## config.mk

```make
export PLATFORM = sky130hd
export DESIGN_NAME = hsv_color_classifier_core
export DESIGN_NICKNAME = d
export VERILOG_FILES = /design/src/rtl/hcc_pkg.sv /design/src/rtl/hcc_divider.sv /design/src/rtl/hsv_color_classifier_core.sv
export SDC_FILE = /design/constraint.sdc
export NUM_CORES = 2
export LEC_CHECK = 0
export ABC_CLOCK_PERIOD_IN_PS = 183400
export BUFFER_PORTS_ARGS = -buffer_cell sky130_fd_sc_hd__buf_2
export CAP_MARGIN = 5
export CORE_ASPECT_RATIO = 2
export CORE_MARGIN = 2
export CORE_UTILIZATION = 46
export CTS_BUF_LIST = sky130_fd_sc_hd__clkbuf_8
export DETAILED_ROUTE_END_ITERATION = 12
export SLEW_MARGIN = 20
export SYNTH_ARGS = -nofsm -noshare
export SYNTH_HDL_FRONTEND = slang
export SYNTH_HIERARCHICAL = 1
export SYNTH_SLANG_ARGS = --single-unit
```

## constraint.sdc

```tcl
create_clock -name clock -period 183.4 [get_ports clock]
set_input_delay 36.68 -clock clock [delete_from_list [all_inputs] [get_ports clock]]
set_output_delay 36.68 -clock clock [all_outputs]
set_load 0.005 [all_outputs]
```

## src/rtl/hcc_pkg.sv

```systemverilog
// Shared constants, request and response types and class codes of the HSV colour classifier.
package hcc_pkg;

   localparam int CHANNEL_BITS = 10;
   localparam int FRAC_BITS    = 16;
   localparam int HUE_FRAC     = 7;
   localparam int FIELD_BITS   = 10;
   localparam int HUE_BITS     = 16;

   // Quotient bits of the shared divider: enough for Q0.FRAC_BITS with a carry and for hue.
   localparam int QUO_W      = (FRAC_BITS + 1 > HUE_BITS) ? FRAC_BITS + 1 : HUE_BITS;
   localparam int DVD_W      = CHANNEL_BITS + QUO_W;
   localparam int NUM_W      = CHANNEL_BITS + 9;
   localparam int DIV_STAGES = QUO_W;

   localparam logic [CHANNEL_BITS-1:0] SCALE_HI     = {CHANNEL_BITS{1'b1}};
   localparam logic [CHANNEL_BITS-1:0] SCALE_LO     = CHANNEL_BITS'(255);
   localparam logic [CHANNEL_BITS:0]   SCALE_SWITCH = (CHANNEL_BITS + 1)'(320);

   // floor(s / 3) for s below 3 * 2^CHANNEL_BITS as (s * 2731) >> 13.
   localparam int MEAN_MUL_W = 12;
   localparam logic [MEAN_MUL_W-1:0] MEAN_MUL = MEAN_MUL_W'(2731);
   localparam int MEAN_SHIFT = 13;

   localparam logic [FRAC_BITS-1:0] QMAX = {FRAC_BITS{1'b1}};

   localparam logic [FRAC_BITS-1:0] THR_15 = FRAC_BITS'((15 * (2 ** FRAC_BITS)) / 100);
   localparam logic [FRAC_BITS-1:0] THR_18 = FRAC_BITS'((18 * (2 ** FRAC_BITS)) / 100);
   localparam logic [FRAC_BITS-1:0] THR_30 = FRAC_BITS'((30 * (2 ** FRAC_BITS)) / 100);
   localparam logic [FRAC_BITS-1:0] THR_35 = FRAC_BITS'((35 * (2 ** FRAC_BITS)) / 100);
   localparam logic [FRAC_BITS-1:0] THR_50 = FRAC_BITS'((50 * (2 ** FRAC_BITS)) / 100);
   localparam logic [FRAC_BITS-1:0] THR_55 = FRAC_BITS'((55 * (2 ** FRAC_BITS)) / 100);
   localparam logic [FRAC_BITS-1:0] THR_75 = FRAC_BITS'((75 * (2 ** FRAC_BITS)) / 100);

   localparam logic [HUE_BITS-1:0] DEG_25  = HUE_BITS'(25 * (2 ** HUE_FRAC));
   localparam logic [HUE_BITS-1:0] DEG_60  = HUE_BITS'(60 * (2 ** HUE_FRAC));
   localparam logic [HUE_BITS-1:0] DEG_70  = HUE_BITS'(70 * (2 ** HUE_FRAC));
   localparam logic [HUE_BITS-1:0] DEG_170 = HUE_BITS'(170 * (2 ** HUE_FRAC));
   localparam logic [HUE_BITS-1:0] DEG_190 = HUE_BITS'(190 * (2 ** HUE_FRAC));
   localparam logic [HUE_BITS-1:0] DEG_260 = HUE_BITS'(260 * (2 ** HUE_FRAC));
   localparam logic [HUE_BITS-1:0] DEG_290 = HUE_BITS'(290 * (2 ** HUE_FRAC));
   localparam logic [HUE_BITS-1:0] DEG_335 = HUE_BITS'(335 * (2 ** HUE_FRAC));
   localparam logic [HUE_BITS-1:0] DEG_359 = HUE_BITS'(359 * (2 ** HUE_FRAC));

   localparam int ADDR_W = 3;
   localparam logic REG_BLACK_MODE = 1'b0;

   typedef enum logic [2:0] {
      CLS_RED     = 3'd0,
      CLS_YELLOW  = 3'd1,
      CLS_GREEN   = 3'd2,
      CLS_BLUE    = 3'd3,
      CLS_WHITE   = 3'd4,
      CLS_BLACK   = 3'd5,
      CLS_UNKNOWN = 3'd6
   } color_class_type;

   typedef struct packed {
      logic [FIELD_BITS-1:0] red_raw;
      logic [FIELD_BITS-1:0] green_raw;
      logic [FIELD_BITS-1:0] blue_raw;
      logic [FIELD_BITS-1:0] ambient_raw;
   } req_type;

   typedef struct packed {
      color_class_type       color_class;
      logic [HUE_BITS-1:0]   hue_deg;
      logic [FRAC_BITS-1:0]  saturation;
      logic [FRAC_BITS-1:0]  brightness_value;
   } rsp_type;

   typedef struct packed {
      logic valid;
      logic env_hi;
      logic gray;
      logic dark;
   } side_type;

endpackage

```

## src/rtl/hcc_divider.sv

```systemverilog
// Pipelined restoring divider, one quotient bit per register stage.
module hcc_divider (
   input  logic                             clock,
   input  logic                             enable,
   input  logic [hcc_pkg::DVD_W-1:0]        dividend,
   input  logic [hcc_pkg::CHANNEL_BITS-1:0] divisor,
   output logic [hcc_pkg::QUO_W-1:0]        quotient
);

   logic [hcc_pkg::CHANNEL_BITS-1:0] rem_ff [0:hcc_pkg::DIV_STAGES-1];
   logic [hcc_pkg::CHANNEL_BITS-1:0] rem_in [0:hcc_pkg::DIV_STAGES-1];
   logic [hcc_pkg::QUO_W-1:0]        quo_ff [0:hcc_pkg::DIV_STAGES-1];
   logic [hcc_pkg::QUO_W-1:0]        quo_in [0:hcc_pkg::DIV_STAGES-1];
   logic [hcc_pkg::QUO_W-1:0]        low_ff [0:hcc_pkg::DIV_STAGES-1];
   logic [hcc_pkg::QUO_W-1:0]        low_in [0:hcc_pkg::DIV_STAGES-1];
   logic [hcc_pkg::CHANNEL_BITS-1:0] dsr_ff [0:hcc_pkg::DIV_STAGES-1];
   logic [hcc_pkg::CHANNEL_BITS-1:0] dsr_in [0:hcc_pkg::DIV_STAGES-1];

   // The quotient always fits, so the top dividend bits are already below the divisor.
   always_comb begin
      logic [hcc_pkg::CHANNEL_BITS-1:0] rem_p;
      logic [hcc_pkg::QUO_W-1:0]        quo_p;
      logic [hcc_pkg::QUO_W-1:0]        low_p;
      logic [hcc_pkg::CHANNEL_BITS-1:0] dsr_p;
      logic [hcc_pkg::CHANNEL_BITS:0]   trial;
      logic                             ge;
      for (int k = 0; k < hcc_pkg::DIV_STAGES; k++) begin
         if (k == 0) begin
            rem_p = dividend[hcc_pkg::DVD_W-1:hcc_pkg::QUO_W];
            quo_p = '0;
            low_p = dividend[hcc_pkg::QUO_W-1:0];
            dsr_p = divisor;
         end else begin
            rem_p = rem_ff[k-1];
            quo_p = quo_ff[k-1];
            low_p = low_ff[k-1];
            dsr_p = dsr_ff[k-1];
         end
         trial = {rem_p, low_p[hcc_pkg::QUO_W-1]};
         ge    = (trial >= {1'b0, dsr_p});
         if (ge) begin
            rem_in[k] = hcc_pkg::CHANNEL_BITS'(trial - {1'b0, dsr_p});
         end else begin
            rem_in[k] = trial[hcc_pkg::CHANNEL_BITS-1:0];
         end
         quo_in[k] = {quo_p[hcc_pkg::QUO_W-2:0], ge};
         low_in[k] = {low_p[hcc_pkg::QUO_W-2:0], 1'b0};
         dsr_in[k] = dsr_p;
      end
   end

   always_ff @(posedge clock) begin
      if (enable) begin
         for (int k = 0; k < hcc_pkg::DIV_STAGES; k++) begin
            rem_ff[k] <= rem_in[k];
            quo_ff[k] <= quo_in[k];
            low_ff[k] <= low_in[k];
            dsr_ff[k] <= dsr_in[k];
         end
      end
   end

   assign quotient = quo_ff[hcc_pkg::DIV_STAGES-1];

endmodule

```

## src/rtl/hsv_color_classifier_core.sv

```systemverilog
// Top level of the HSV colour classifier: channel correction, HSV pipeline and classification.
//
//   channel   ports                              direction  carries
//   request   req_valid, req_ready, req_data     in         one raw sensor reading
//   response  rsp_valid, rsp_ready, rsp_data     out        class, hue, saturation, value
//   config    psel, penable, pwrite, paddr, ...  in/out     black_mode register
//
// Each request is caught in an input register at its accepting edge, then passes a correction
// stage, an HSV numerator stage, 17 divider stages (one quotient bit each, set by the Q0.16
// saturation width) and an output register. One request is accepted every cycle while the
// response is not held.
// Reset clears every valid bit and black_mode. When the response is held, the whole pipeline
// freezes in place, so no request is lost or repeated.
module hsv_color_classifier_core (
   input  logic                          clock,
   input  logic                          reset,
   input  logic                          req_valid,
   output logic                          req_ready,
   input  hcc_pkg::req_type              req_data,
   output logic                          rsp_valid,
   input  logic                          rsp_ready,
   output hcc_pkg::rsp_type              rsp_data,
   input  logic                          psel,
   input  logic                          penable,
   input  logic                          pwrite,
   input  logic [hcc_pkg::ADDR_W-1:0]    paddr,
   input  logic [31:0]                   pwdata,
   output logic [31:0]                   prdata,
   output logic                          pready
);

   logic black_mode_ff;
   logic advance;

   // Stage 0: the raw request.
   logic             s0_valid_ff;
   hcc_pkg::req_type s0_ff;

   // Stage 1: corrected and clamped channels.
   logic                             s1_valid_ff;
   logic [hcc_pkg::CHANNEL_BITS-1:0] s1_r_ff, s1_g_ff, s1_b_ff, s1_scale_ff;
   logic [hcc_pkg::CHANNEL_BITS-1:0] s1_r_in, s1_g_in, s1_b_in, s1_scale_in;
   logic                             s1_env_ff, s1_env_in;

   // Stage 2: dividends and divisors for value, saturation and hue.
   hcc_pkg::side_type                s2_side_ff, s2_side_in;
   logic [hcc_pkg::DVD_W-1:0]        s2_dvd_v_ff, s2_dvd_s_ff, s2_dvd_h_ff;
   logic [hcc_pkg::DVD_W-1:0]        s2_dvd_v_in, s2_dvd_s_in, s2_dvd_h_in;
   logic [hcc_pkg::CHANNEL_BITS-1:0] s2_dsr_v_ff, s2_dsr_s_ff, s2_dsr_h_ff;
   logic [hcc_pkg::CHANNEL_BITS-1:0] s2_dsr_v_in, s2_dsr_s_in, s2_dsr_h_in;

   hcc_pkg::side_type         side_ff [0:hcc_pkg::DIV_STAGES-1];
   logic [hcc_pkg::QUO_W-1:0] quo_v, quo_s, quo_h;

   logic             rsp_valid_ff;
   hcc_pkg::rsp_type rsp_ff, rsp_in;

   // The pipeline moves as one whenever the output register is free or being emptied.
   assign advance   = !rsp_valid_ff || rsp_ready;
   assign req_ready = advance;
   assign rsp_valid = rsp_valid_ff;
   assign rsp_data  = rsp_ff;

   // Configuration port: single register, no wait states.
   assign pready = 1'b1;
   assign prdata = {31'b0, black_mode_ff};

   always_ff @(posedge clock) begin
      if (reset) begin
         black_mode_ff <= 1'b0;
      end else if (psel && penable && pwrite && paddr[2] == hcc_pkg::REG_BLACK_MODE) begin
         black_mode_ff <= pwdata[0];
      end
   end

   // Stage 1: ambient is added to each channel, the scale is chosen from the largest sum and
   // each channel is clamped to it. The ambient ratio test is settled here from the raw values,
   // with the mean of the three channels taken by a reciprocal multiply.
   always_comb begin
      logic [hcc_pkg::CHANNEL_BITS:0]   r_sum, g_sum, b_sum, mx;
      logic [hcc_pkg::CHANNEL_BITS+1:0] tot;
      logic [hcc_pkg::CHANNEL_BITS+1+hcc_pkg::MEAN_MUL_W:0] prod;
      logic [hcc_pkg::CHANNEL_BITS-1:0] mean;
      logic [hcc_pkg::CHANNEL_BITS+3:0] lhs, rhs;
      r_sum = {1'b0, s0_ff.red_raw} + {1'b0, s0_ff.ambient_raw};
      g_sum = {1'b0, s0_ff.green_raw} + {1'b0, s0_ff.ambient_raw};
      b_sum = {1'b0, s0_ff.blue_raw} + {1'b0, s0_ff.ambient_raw};
      mx = (r_sum > g_sum) ? r_sum : g_sum;
      mx = (mx > b_sum) ? mx : b_sum;
      s1_scale_in = (mx > hcc_pkg::SCALE_SWITCH) ? hcc_pkg::SCALE_HI : hcc_pkg::SCALE_LO;
      s1_r_in = (r_sum > {1'b0, s1_scale_in}) ? s1_scale_in
                                              : r_sum[hcc_pkg::CHANNEL_BITS-1:0];
      s1_g_in = (g_sum > {1'b0, s1_scale_in}) ? s1_scale_in
                                              : g_sum[hcc_pkg::CHANNEL_BITS-1:0];
      s1_b_in = (b_sum > {1'b0, s1_scale_in}) ? s1_scale_in
                                              : b_sum[hcc_pkg::CHANNEL_BITS-1:0];
      tot  = (hcc_pkg::CHANNEL_BITS + 2)'(s0_ff.red_raw)
           + (hcc_pkg::CHANNEL_BITS + 2)'(s0_ff.green_raw)
           + (hcc_pkg::CHANNEL_BITS + 2)'(s0_ff.blue_raw);
      prod = ($bits(prod))'(tot) * ($bits(prod))'(hcc_pkg::MEAN_MUL);
      mean = hcc_pkg::CHANNEL_BITS'(prod >> hcc_pkg::MEAN_SHIFT);
      lhs  = ($bits(lhs))'(s0_ff.ambient_raw) * ($bits(lhs))'(10);
      rhs  = (($bits(rhs))'(mean) + ($bits(rhs))'(s0_ff.ambient_raw)) * ($bits(rhs))'(3);
      s1_env_in = (lhs > rhs);
   end

   // Stage 2: largest and smallest channel, chroma and the hue numerator of the sector that the
   // largest channel picks, red first, then green, then blue.
   always_comb begin
      logic [hcc_pkg::CHANNEL_BITS-1:0] v, m, c;
      logic [hcc_pkg::NUM_W-1:0]        num, c_n;
      v = (s1_r_ff > s1_g_ff) ? s1_r_ff : s1_g_ff;
      v = (v > s1_b_ff) ? v : s1_b_ff;
      m = (s1_r_ff < s1_g_ff) ? s1_r_ff : s1_g_ff;
      m = (m < s1_b_ff) ? m : s1_b_ff;
      c = v - m;
      c_n = hcc_pkg::NUM_W'(c);
      if (v == s1_r_ff) begin
         if (s1_g_ff >= s1_b_ff) begin
            num = hcc_pkg::NUM_W'(60) * hcc_pkg::NUM_W'(s1_g_ff - s1_b_ff);
         end else begin
            num = hcc_pkg::NUM_W'(360) * c_n
                - hcc_pkg::NUM_W'(60) * hcc_pkg::NUM_W'(s1_b_ff - s1_g_ff);
         end
      end else if (v == s1_g_ff) begin
         num = hcc_pkg::NUM_W'(120) * c_n + hcc_pkg::NUM_W'(60) * hcc_pkg::NUM_W'(s1_b_ff)
             - hcc_pkg::NUM_W'(60) * hcc_pkg::NUM_W'(s1_r_ff);
      end else begin
         num = hcc_pkg::NUM_W'(240) * c_n + hcc_pkg::NUM_W'(60) * hcc_pkg::NUM_W'(s1_r_ff)
             - hcc_pkg::NUM_W'(60) * hcc_pkg::NUM_W'(s1_g_ff);
      end
      s2_dvd_v_in = hcc_pkg::DVD_W'(v) << hcc_pkg::FRAC_BITS;
      s2_dvd_s_in = hcc_pkg::DVD_W'(c) << hcc_pkg::FRAC_BITS;
      s2_dvd_h_in = hcc_pkg::DVD_W'(num) << hcc_pkg::HUE_FRAC;
      s2_dsr_v_in = s1_scale_ff;
      s2_dsr_s_in = v;
      s2_dsr_h_in = c;
      s2_side_in.valid  = s1_valid_ff;
      s2_side_in.env_hi = s1_env_ff;
      s2_side_in.gray   = (c == '0);
      s2_side_in.dark   = (v == '0);
   end

   always_ff @(posedge clock) begin
      if (reset) begin
         s0_valid_ff  <= 1'b0;
         s1_valid_ff  <= 1'b0;
         s2_side_ff   <= '0;
         rsp_valid_ff <= 1'b0;
         for (int k = 0; k < hcc_pkg::DIV_STAGES; k++) begin
            side_ff[k] <= '0;
         end
      end else if (advance) begin
         s0_valid_ff  <= req_valid;
         s1_valid_ff  <= s0_valid_ff;
         s2_side_ff   <= s2_side_in;
         side_ff[0]   <= s2_side_ff;
         for (int k = 1; k < hcc_pkg::DIV_STAGES; k++) begin
            side_ff[k] <= side_ff[k-1];
         end
         rsp_valid_ff <= side_ff[hcc_pkg::DIV_STAGES-1].valid;
      end
   end

   always_ff @(posedge clock) begin
      if (advance) begin
         s0_ff       <= req_data;
         s1_r_ff     <= s1_r_in;
         s1_g_ff     <= s1_g_in;
         s1_b_ff     <= s1_b_in;
         s1_scale_ff <= s1_scale_in;
         s1_env_ff   <= s1_env_in;
         s2_dvd_v_ff <= s2_dvd_v_in;
         s2_dvd_s_ff <= s2_dvd_s_in;
         s2_dvd_h_ff <= s2_dvd_h_in;
         s2_dsr_v_ff <= s2_dsr_v_in;
         s2_dsr_s_ff <= s2_dsr_s_in;
         s2_dsr_h_ff <= s2_dsr_h_in;
         rsp_ff      <= rsp_in;
      end
   end

   // Three dividers run side by side: value over scale, chroma over value, hue numerator over
   // chroma. Their results line up with the last entry of the side pipeline.
   hcc_divider u_div_value (
      .clock    (clock),
      .enable   (advance),
      .dividend (s2_dvd_v_ff),
      .divisor  (s2_dsr_v_ff),
      .quotient (quo_v)
   );

   hcc_divider u_div_sat (
      .clock    (clock),
      .enable   (advance),
      .dividend (s2_dvd_s_ff),
      .divisor  (s2_dsr_s_ff),
      .quotient (quo_s)
   );

   hcc_divider u_div_hue (
      .clock    (clock),
      .enable   (advance),
      .dividend (s2_dvd_h_ff),
      .divisor  (s2_dsr_h_ff),
      .quotient (quo_h)
   );

   // Final stage: saturate the fractions, patch the gray and dark cases, then classify. A gray
   // reading has no meaningful hue and reports 359 degrees; its hue divider output is ignored.
   always_comb begin
      hcc_pkg::side_type            sd;
      logic [hcc_pkg::FRAC_BITS-1:0] vq, sq, vblack;
      logic [hcc_pkg::HUE_BITS-1:0]  hq;
      hcc_pkg::color_class_type      cls;
      sd = side_ff[hcc_pkg::DIV_STAGES-1];
      vq = (quo_v > hcc_pkg::QUO_W'(hcc_pkg::QMAX)) ? hcc_pkg::QMAX
                                                     : quo_v[hcc_pkg::FRAC_BITS-1:0];
      if (sd.dark) begin
         sq = '0;
      end else begin
         sq = (quo_s > hcc_pkg::QUO_W'(hcc_pkg::QMAX)) ? hcc_pkg::QMAX
                                                        : quo_s[hcc_pkg::FRAC_BITS-1:0];
      end
      hq = sd.gray ? hcc_pkg::DEG_359 : quo_h[hcc_pkg::HUE_BITS-1:0];
      vblack = black_mode_ff ? hcc_pkg::THR_15 : hcc_pkg::THR_18;

      if (vq <= vblack) begin
         cls = hcc_pkg::CLS_BLACK;
      end else if (sq <= hcc_pkg::THR_18 && vq >= hcc_pkg::THR_75) begin
         cls = hcc_pkg::CLS_WHITE;
      end else if (sq < hcc_pkg::THR_15) begin
         cls = hcc_pkg::CLS_UNKNOWN;
      end else if (hq < hcc_pkg::DEG_25 || hq >= hcc_pkg::DEG_335) begin
         cls = hcc_pkg::CLS_RED;
      end else if (hq < hcc_pkg::DEG_70) begin
         // Yellow band: bright washed-out readings under strong ambient light are white, the
         // top of the band is green and dim unsaturated readings are black.
         if (vq >= hcc_pkg::THR_55 && sq <= hcc_pkg::THR_50 && sd.env_hi) begin
            cls = hcc_pkg::CLS_WHITE;
         end else if (hq >= hcc_pkg::DEG_60) begin
            cls = hcc_pkg::CLS_GREEN;
         end else if (vq <= hcc_pkg::THR_30 && sq <= hcc_pkg::THR_35) begin
            cls = hcc_pkg::CLS_BLACK;
         end else begin
            cls = hcc_pkg::CLS_YELLOW;
         end
      end else if (hq < hcc_pkg::DEG_170) begin
         cls = hcc_pkg::CLS_GREEN;
      end else if (hq < hcc_pkg::DEG_190) begin
         // Between green and blue: only the lower edge itself counts as green.
         cls = (hq == hcc_pkg::DEG_170) ? hcc_pkg::CLS_GREEN : hcc_pkg::CLS_BLUE;
      end else if (hq < hcc_pkg::DEG_260) begin
         cls = hcc_pkg::CLS_BLUE;
      end else begin
         // Between blue and red: up to 290 degrees is blue, above it red.
         cls = (hq <= hcc_pkg::DEG_290) ? hcc_pkg::CLS_BLUE : hcc_pkg::CLS_RED;
      end

      rsp_in.color_class      = cls;
      rsp_in.hue_deg          = hq;
      rsp_in.saturation       = sq;
      rsp_in.brightness_value = vq;
   end

endmodule

```

-- Word-level counts from Yosys, hierarchy flattened
Memories as Yosys holds them, arrays and structs flattened.
Index checks and enable logic that the tools add are counted.
- register bits: 189
- memory bits (writable): 2771
- output and inout bits: 86
- memories: 13
- $add $sub $neg: 65
- $mul: 11
- order comparisons: 81
- equality and inequality tests: 3
- multiplexer cells: 104
- bitwise gates (word level): 18
- reductions and logical operators: 14
- memories (memory ; depth ; width ; read ports ; clocked after Yosys merged registers in ; wr ports ; RTL line ; source):
    u_div_hue.quo_ff ; 17 ; 17 ; 17 ; 0 ; 17 ; hcc_divider.sv:12 ; logic [hcc_pkg::QUO_W-1:0] quo_ff [0:hcc_pkg::DIV_STAGES-1];
    u_div_sat.quo_ff ; 17 ; 17 ; 17 ; 0 ; 17 ; hcc_divider.sv:12 ;
    u_div_value.quo_ff ; 17 ; 17 ; 17 ; 0 ; 17 ; hcc_divider.sv:12 ;
    u_div_hue.low_ff ; 17 ; 16 ; 16 ; 0 ; 17 ; hcc_divider.sv:14 ; logic [hcc_pkg::QUO_W-1:0] low_ff [0:hcc_pkg::DIV_STAGES-1];
    u_div_sat.low_ff ; 17 ; 16 ; 16 ; 0 ; 17 ; hcc_divider.sv:14 ;
    u_div_value.low_ff ; 17 ; 16 ; 16 ; 0 ; 17 ; hcc_divider.sv:14 ;
    7 more memories ; - ; - ; - ; - ; - ; - ;
- operators with widths (operator ; count):
    $mux W10 ; 59
    $ge A11 B10 Y1 ; 48
    $sub A10 B10 Y10 ; 52
    $mul A4 B10 Y14 const A ; 5
    $mux W4 ; 17
    $mux W16 ; 4
    $mux W19 ; 3
    $add A10 B10 Y11 ; 5
    $ge A16 B16 Y1 const B ; 3
    $ge A10 B10 Y1 ; 4
    $mul A4 B19 Y17 const A ; 2
    $gt A17 B16 Y1 const B ; 2
    $gt A11 B10 Y1 ; 3
    $le A16 B15 Y1 const B ; 2
    $le A16 B16 Y1 const B ; 2
    $lt A16 B14 Y1 const B ; 2
    $lt A16 B15 Y1 const B ; 2
    $mul A12 B12 Y23 const B ; 1
    $gt A11 B11 Y1 ; 2
    $mux W11 ; 2
    $sub A10 B10 Y11 ; 2
    $eq A10 B10 Y1 ; 2
    $gt A10 B10 Y1 ; 2
    $logic_not A10 Y1 ; 2
    other kinds (29) ; 68

-- Logic depth before layout (Yosys ltp)
An unclocked memory read counts as a cell.
- depth after elaboration: 13
- mapped depth: 50

-- Modules after synthesis
Netlist, hierarchy kept.
- modules (own cells, without submodules) (module ; times used ; cells each ; area each (µm²)):
    hcc_divider (u_div_hue ...) ; 2 ; 1860 ; 28454.8
    hcc_divider (u_div_sat) ; 1 ; 1862 ; 28453.5
    hsv_color_classifier_core ; 1 ; 2862 ; 28128.2

-- Worst setup path before layout
No wires, ideal clock.
- path type: input to output
- from: input rsp_ready
- to: output req_ready
- arrival: 75.130 ns
- setup slack: 71.590 ns
- stages: 3
- buffers on the path: 1
- cell sequence: nor2b_1 clkbuf_1 inv_1
- word-level cells in the longest chain between the ends: 1
- ends and longest elaborated chain (what ; RTL line ; source):
    start, declared ; hsv_color_classifier_core.sv:21 ; input logic rsp_ready,
    $logic_or A1 B1 Y1 ; hsv_color_classifier_core.sv:59 ; assign advance = !rsp_valid_ff || rsp_ready;
    end, declared ; hsv_color_classifier_core.sv:18 ; output logic req_ready,
No other way between the ends.

-- Final worst setup path
Ends and elaborated chain as after synthesis.

==> results.cfg <==
[status]
outcome = finished clean

[finish]
layout-drive-gt1-share_pct = 12.7
fillerInstances = 20900
fin_nets = 10100
layout_commonest_cell = edfxtp_1
utilization_pct = 50.4
layout_common_cells = 2,039 x edfxtp_1, 1,146 x inv_1, 945 x ha_1
stdcell_area_mm2 = 0.123
syn2layout_area_growth_pct = 9.13

[detailed_routing]
wl_per_cell_um = 18.8
drt-initial-drc-count = 2959
drt_wl_total_um = 231000
drt_pass1_iterations = 7
vias = 65200
drt_drc_violations_left = 0
ant_nets = 0
vias_per_cell = 5.30

[floorplan]
io_pins = 168
core_mm2 = 0.245
start_util_pct = 46.2
die_h_um = 705
die_x_um = 354
die-area_mm2 = 0.250
row_count = 257

[clock_network]
cts_tree = done
cts_setup_buffers = 0
clkSinkCount = 2047
path_clk_slew_ns = 0.06
clock_latency_ns = 0.96
cts_inserted_buffers = 299
cts-root-buf = clkbuf_8
h-tree-depth = 5
cts.repair.resized = 0
clockBufferDepth = 4
cts_hold_buf = 0

[job]
max_cap_viol_count = 0

[timing]
slew-limit-headroom_pct = 17.3
timing.setup.tns_ns = 0
skew_ns = 0.0773
slew_violations = 0
tightest_slew_ns = 1.24
finalSetupViolCount = 0
min_period_ns = 74.72
grt_setup_unrepaired = false
final_hold_viol_count = 0
fmax_mhz = 13.4
fin_crit_sh_pct = 40.7

[place]
dp_hpwl_um = 177000
globalplace.congestion = 0.933
io_buffers = 102
dpl_cell_area_mm2 = 0.117

[worst_setup_path]
cp_max_fo = 34
crit_type = in -> out
cp_slowest_cell = nor2b_1
path_cells = buf_2 > nor2b_1 > inv_8 > buf_2
timing.critical_path.mode_cell = buf_2
crit_required_ns = 146.72
max_stage_delay_ns = 0.66
start_kind = input port
end_kind = output port
worstPathArrival_ns = 38.04

[global_routing]
antenna_found_initial = 3
grt_max_degree = 190
overflow = 0
grt_pass1_vias = 70500
grt_first_pass_wirelength_um = 360000
grtUsageTotal_pct = 18.3

[logic_synthesis]
netlist_instances = 8426
avgSynthCellArea_um2 = 13.4
yosys_warnings = 6
syn_area_mm2 = 0.113

[worst_hold_path]
worstHoldPathType = reg -> reg
==> flip-flops by register name, summed over array words and instances (netlist names), 17 cells and up <==
| register | count |
|---|---|
| side_ff | 68 |
| u_div_sat/dsr_ff | 160 |
| u_div_value/rem_ff | 160 |
| u_div_value/dsr_ff | 160 |
| u_div_sat/quo_ff | 153 |
| u_div_value/low_ff | 136 |
| rsp_data | 51 |
| u_div_hue/low_ff | 136 |
| u_div_hue/rem_ff | 160 |
| u_div_hue/dsr_ff | 160 |
| u_div_hue/quo_ff | 136 |
| s2_dvd_h_ff | 17 |
| s0_ff | 40 |
| u_div_value/quo_ff | 153 |
| u_div_sat/rem_ff | 160 |
| u_div_sat/low_ff | 136 |
==> worst max-delay path, delay by kind of cell <==
kind / cells / cell delay, ns
buffers and inverters: 3 / 0.61
and+or+nand+nor: 1 / 0.66
==> final timing paths <==
path,startpoint,to,slack (ns),cells after the start
worst min register to register,u_div_value/quo_ff[0][92]$_DFFE_PP_,u_div_value/quo_ff[0][110]$_DFFE_PP_,0.36,0
worst max-delay path,rsp_ready,req_ready,108.68,4
worst min-delay path,u_div_value/quo_ff[0][92]$_DFFE_PP_,u_div_value/quo_ff[0][110]$_DFFE_PP_,0.36,0
worst max register to register,s1_g_ff[7]$_SDFFCE_PN1P_,s2_dvd_h_ff[24]$_DFFE_PP_,170.59,43
==> metal layers <==
| layer | vias up | share of wire [%] | track usage [%] |
|---|---|---|---|
| li1 | 31400 | - | - |
| met1 | 31800 | 30 | 14.5 |
| met2 | 1187 | 60 | 38.6 |
| met3 | 723 | 2.8 | 2.29 |
| met4 | 0 | 8.1 | 13.6 |
| met5 | - | 0 | 0 |
==> stage by stage <==
step | cells | hold slack, ns | setup slack (ns)
2_1_floorplan | 8516 | 0.400 | 71.92
3_3_place_gp | 11800 | 0.401 | 108.57
3_5_place_dp | 11800 | 0.405 | 108.63
4_1_cts | 12300 | 0.346 | 108.63
5_1_grt | 12300 | 0.379 | 108.49
6_report | 12300 | 0.363 | 108.68
==> layout make-up <==
cell class	count	area (um^2)	area share, %
multi-input combinational	5229	46800	38.0
sequential	2047	61400	49.8
tap	3237	4050	3.29
clock buffer	309	4250	3.45
antenna	8	20.0	0.0162
timing repair buffer	148	908	0.737
clock inverter	218	1520	1.23
inverter	1115	4320	3.50
Power is not shown: default switching activity piles up to over one toggle a cycle in this logic, so the estimate is an artifact.
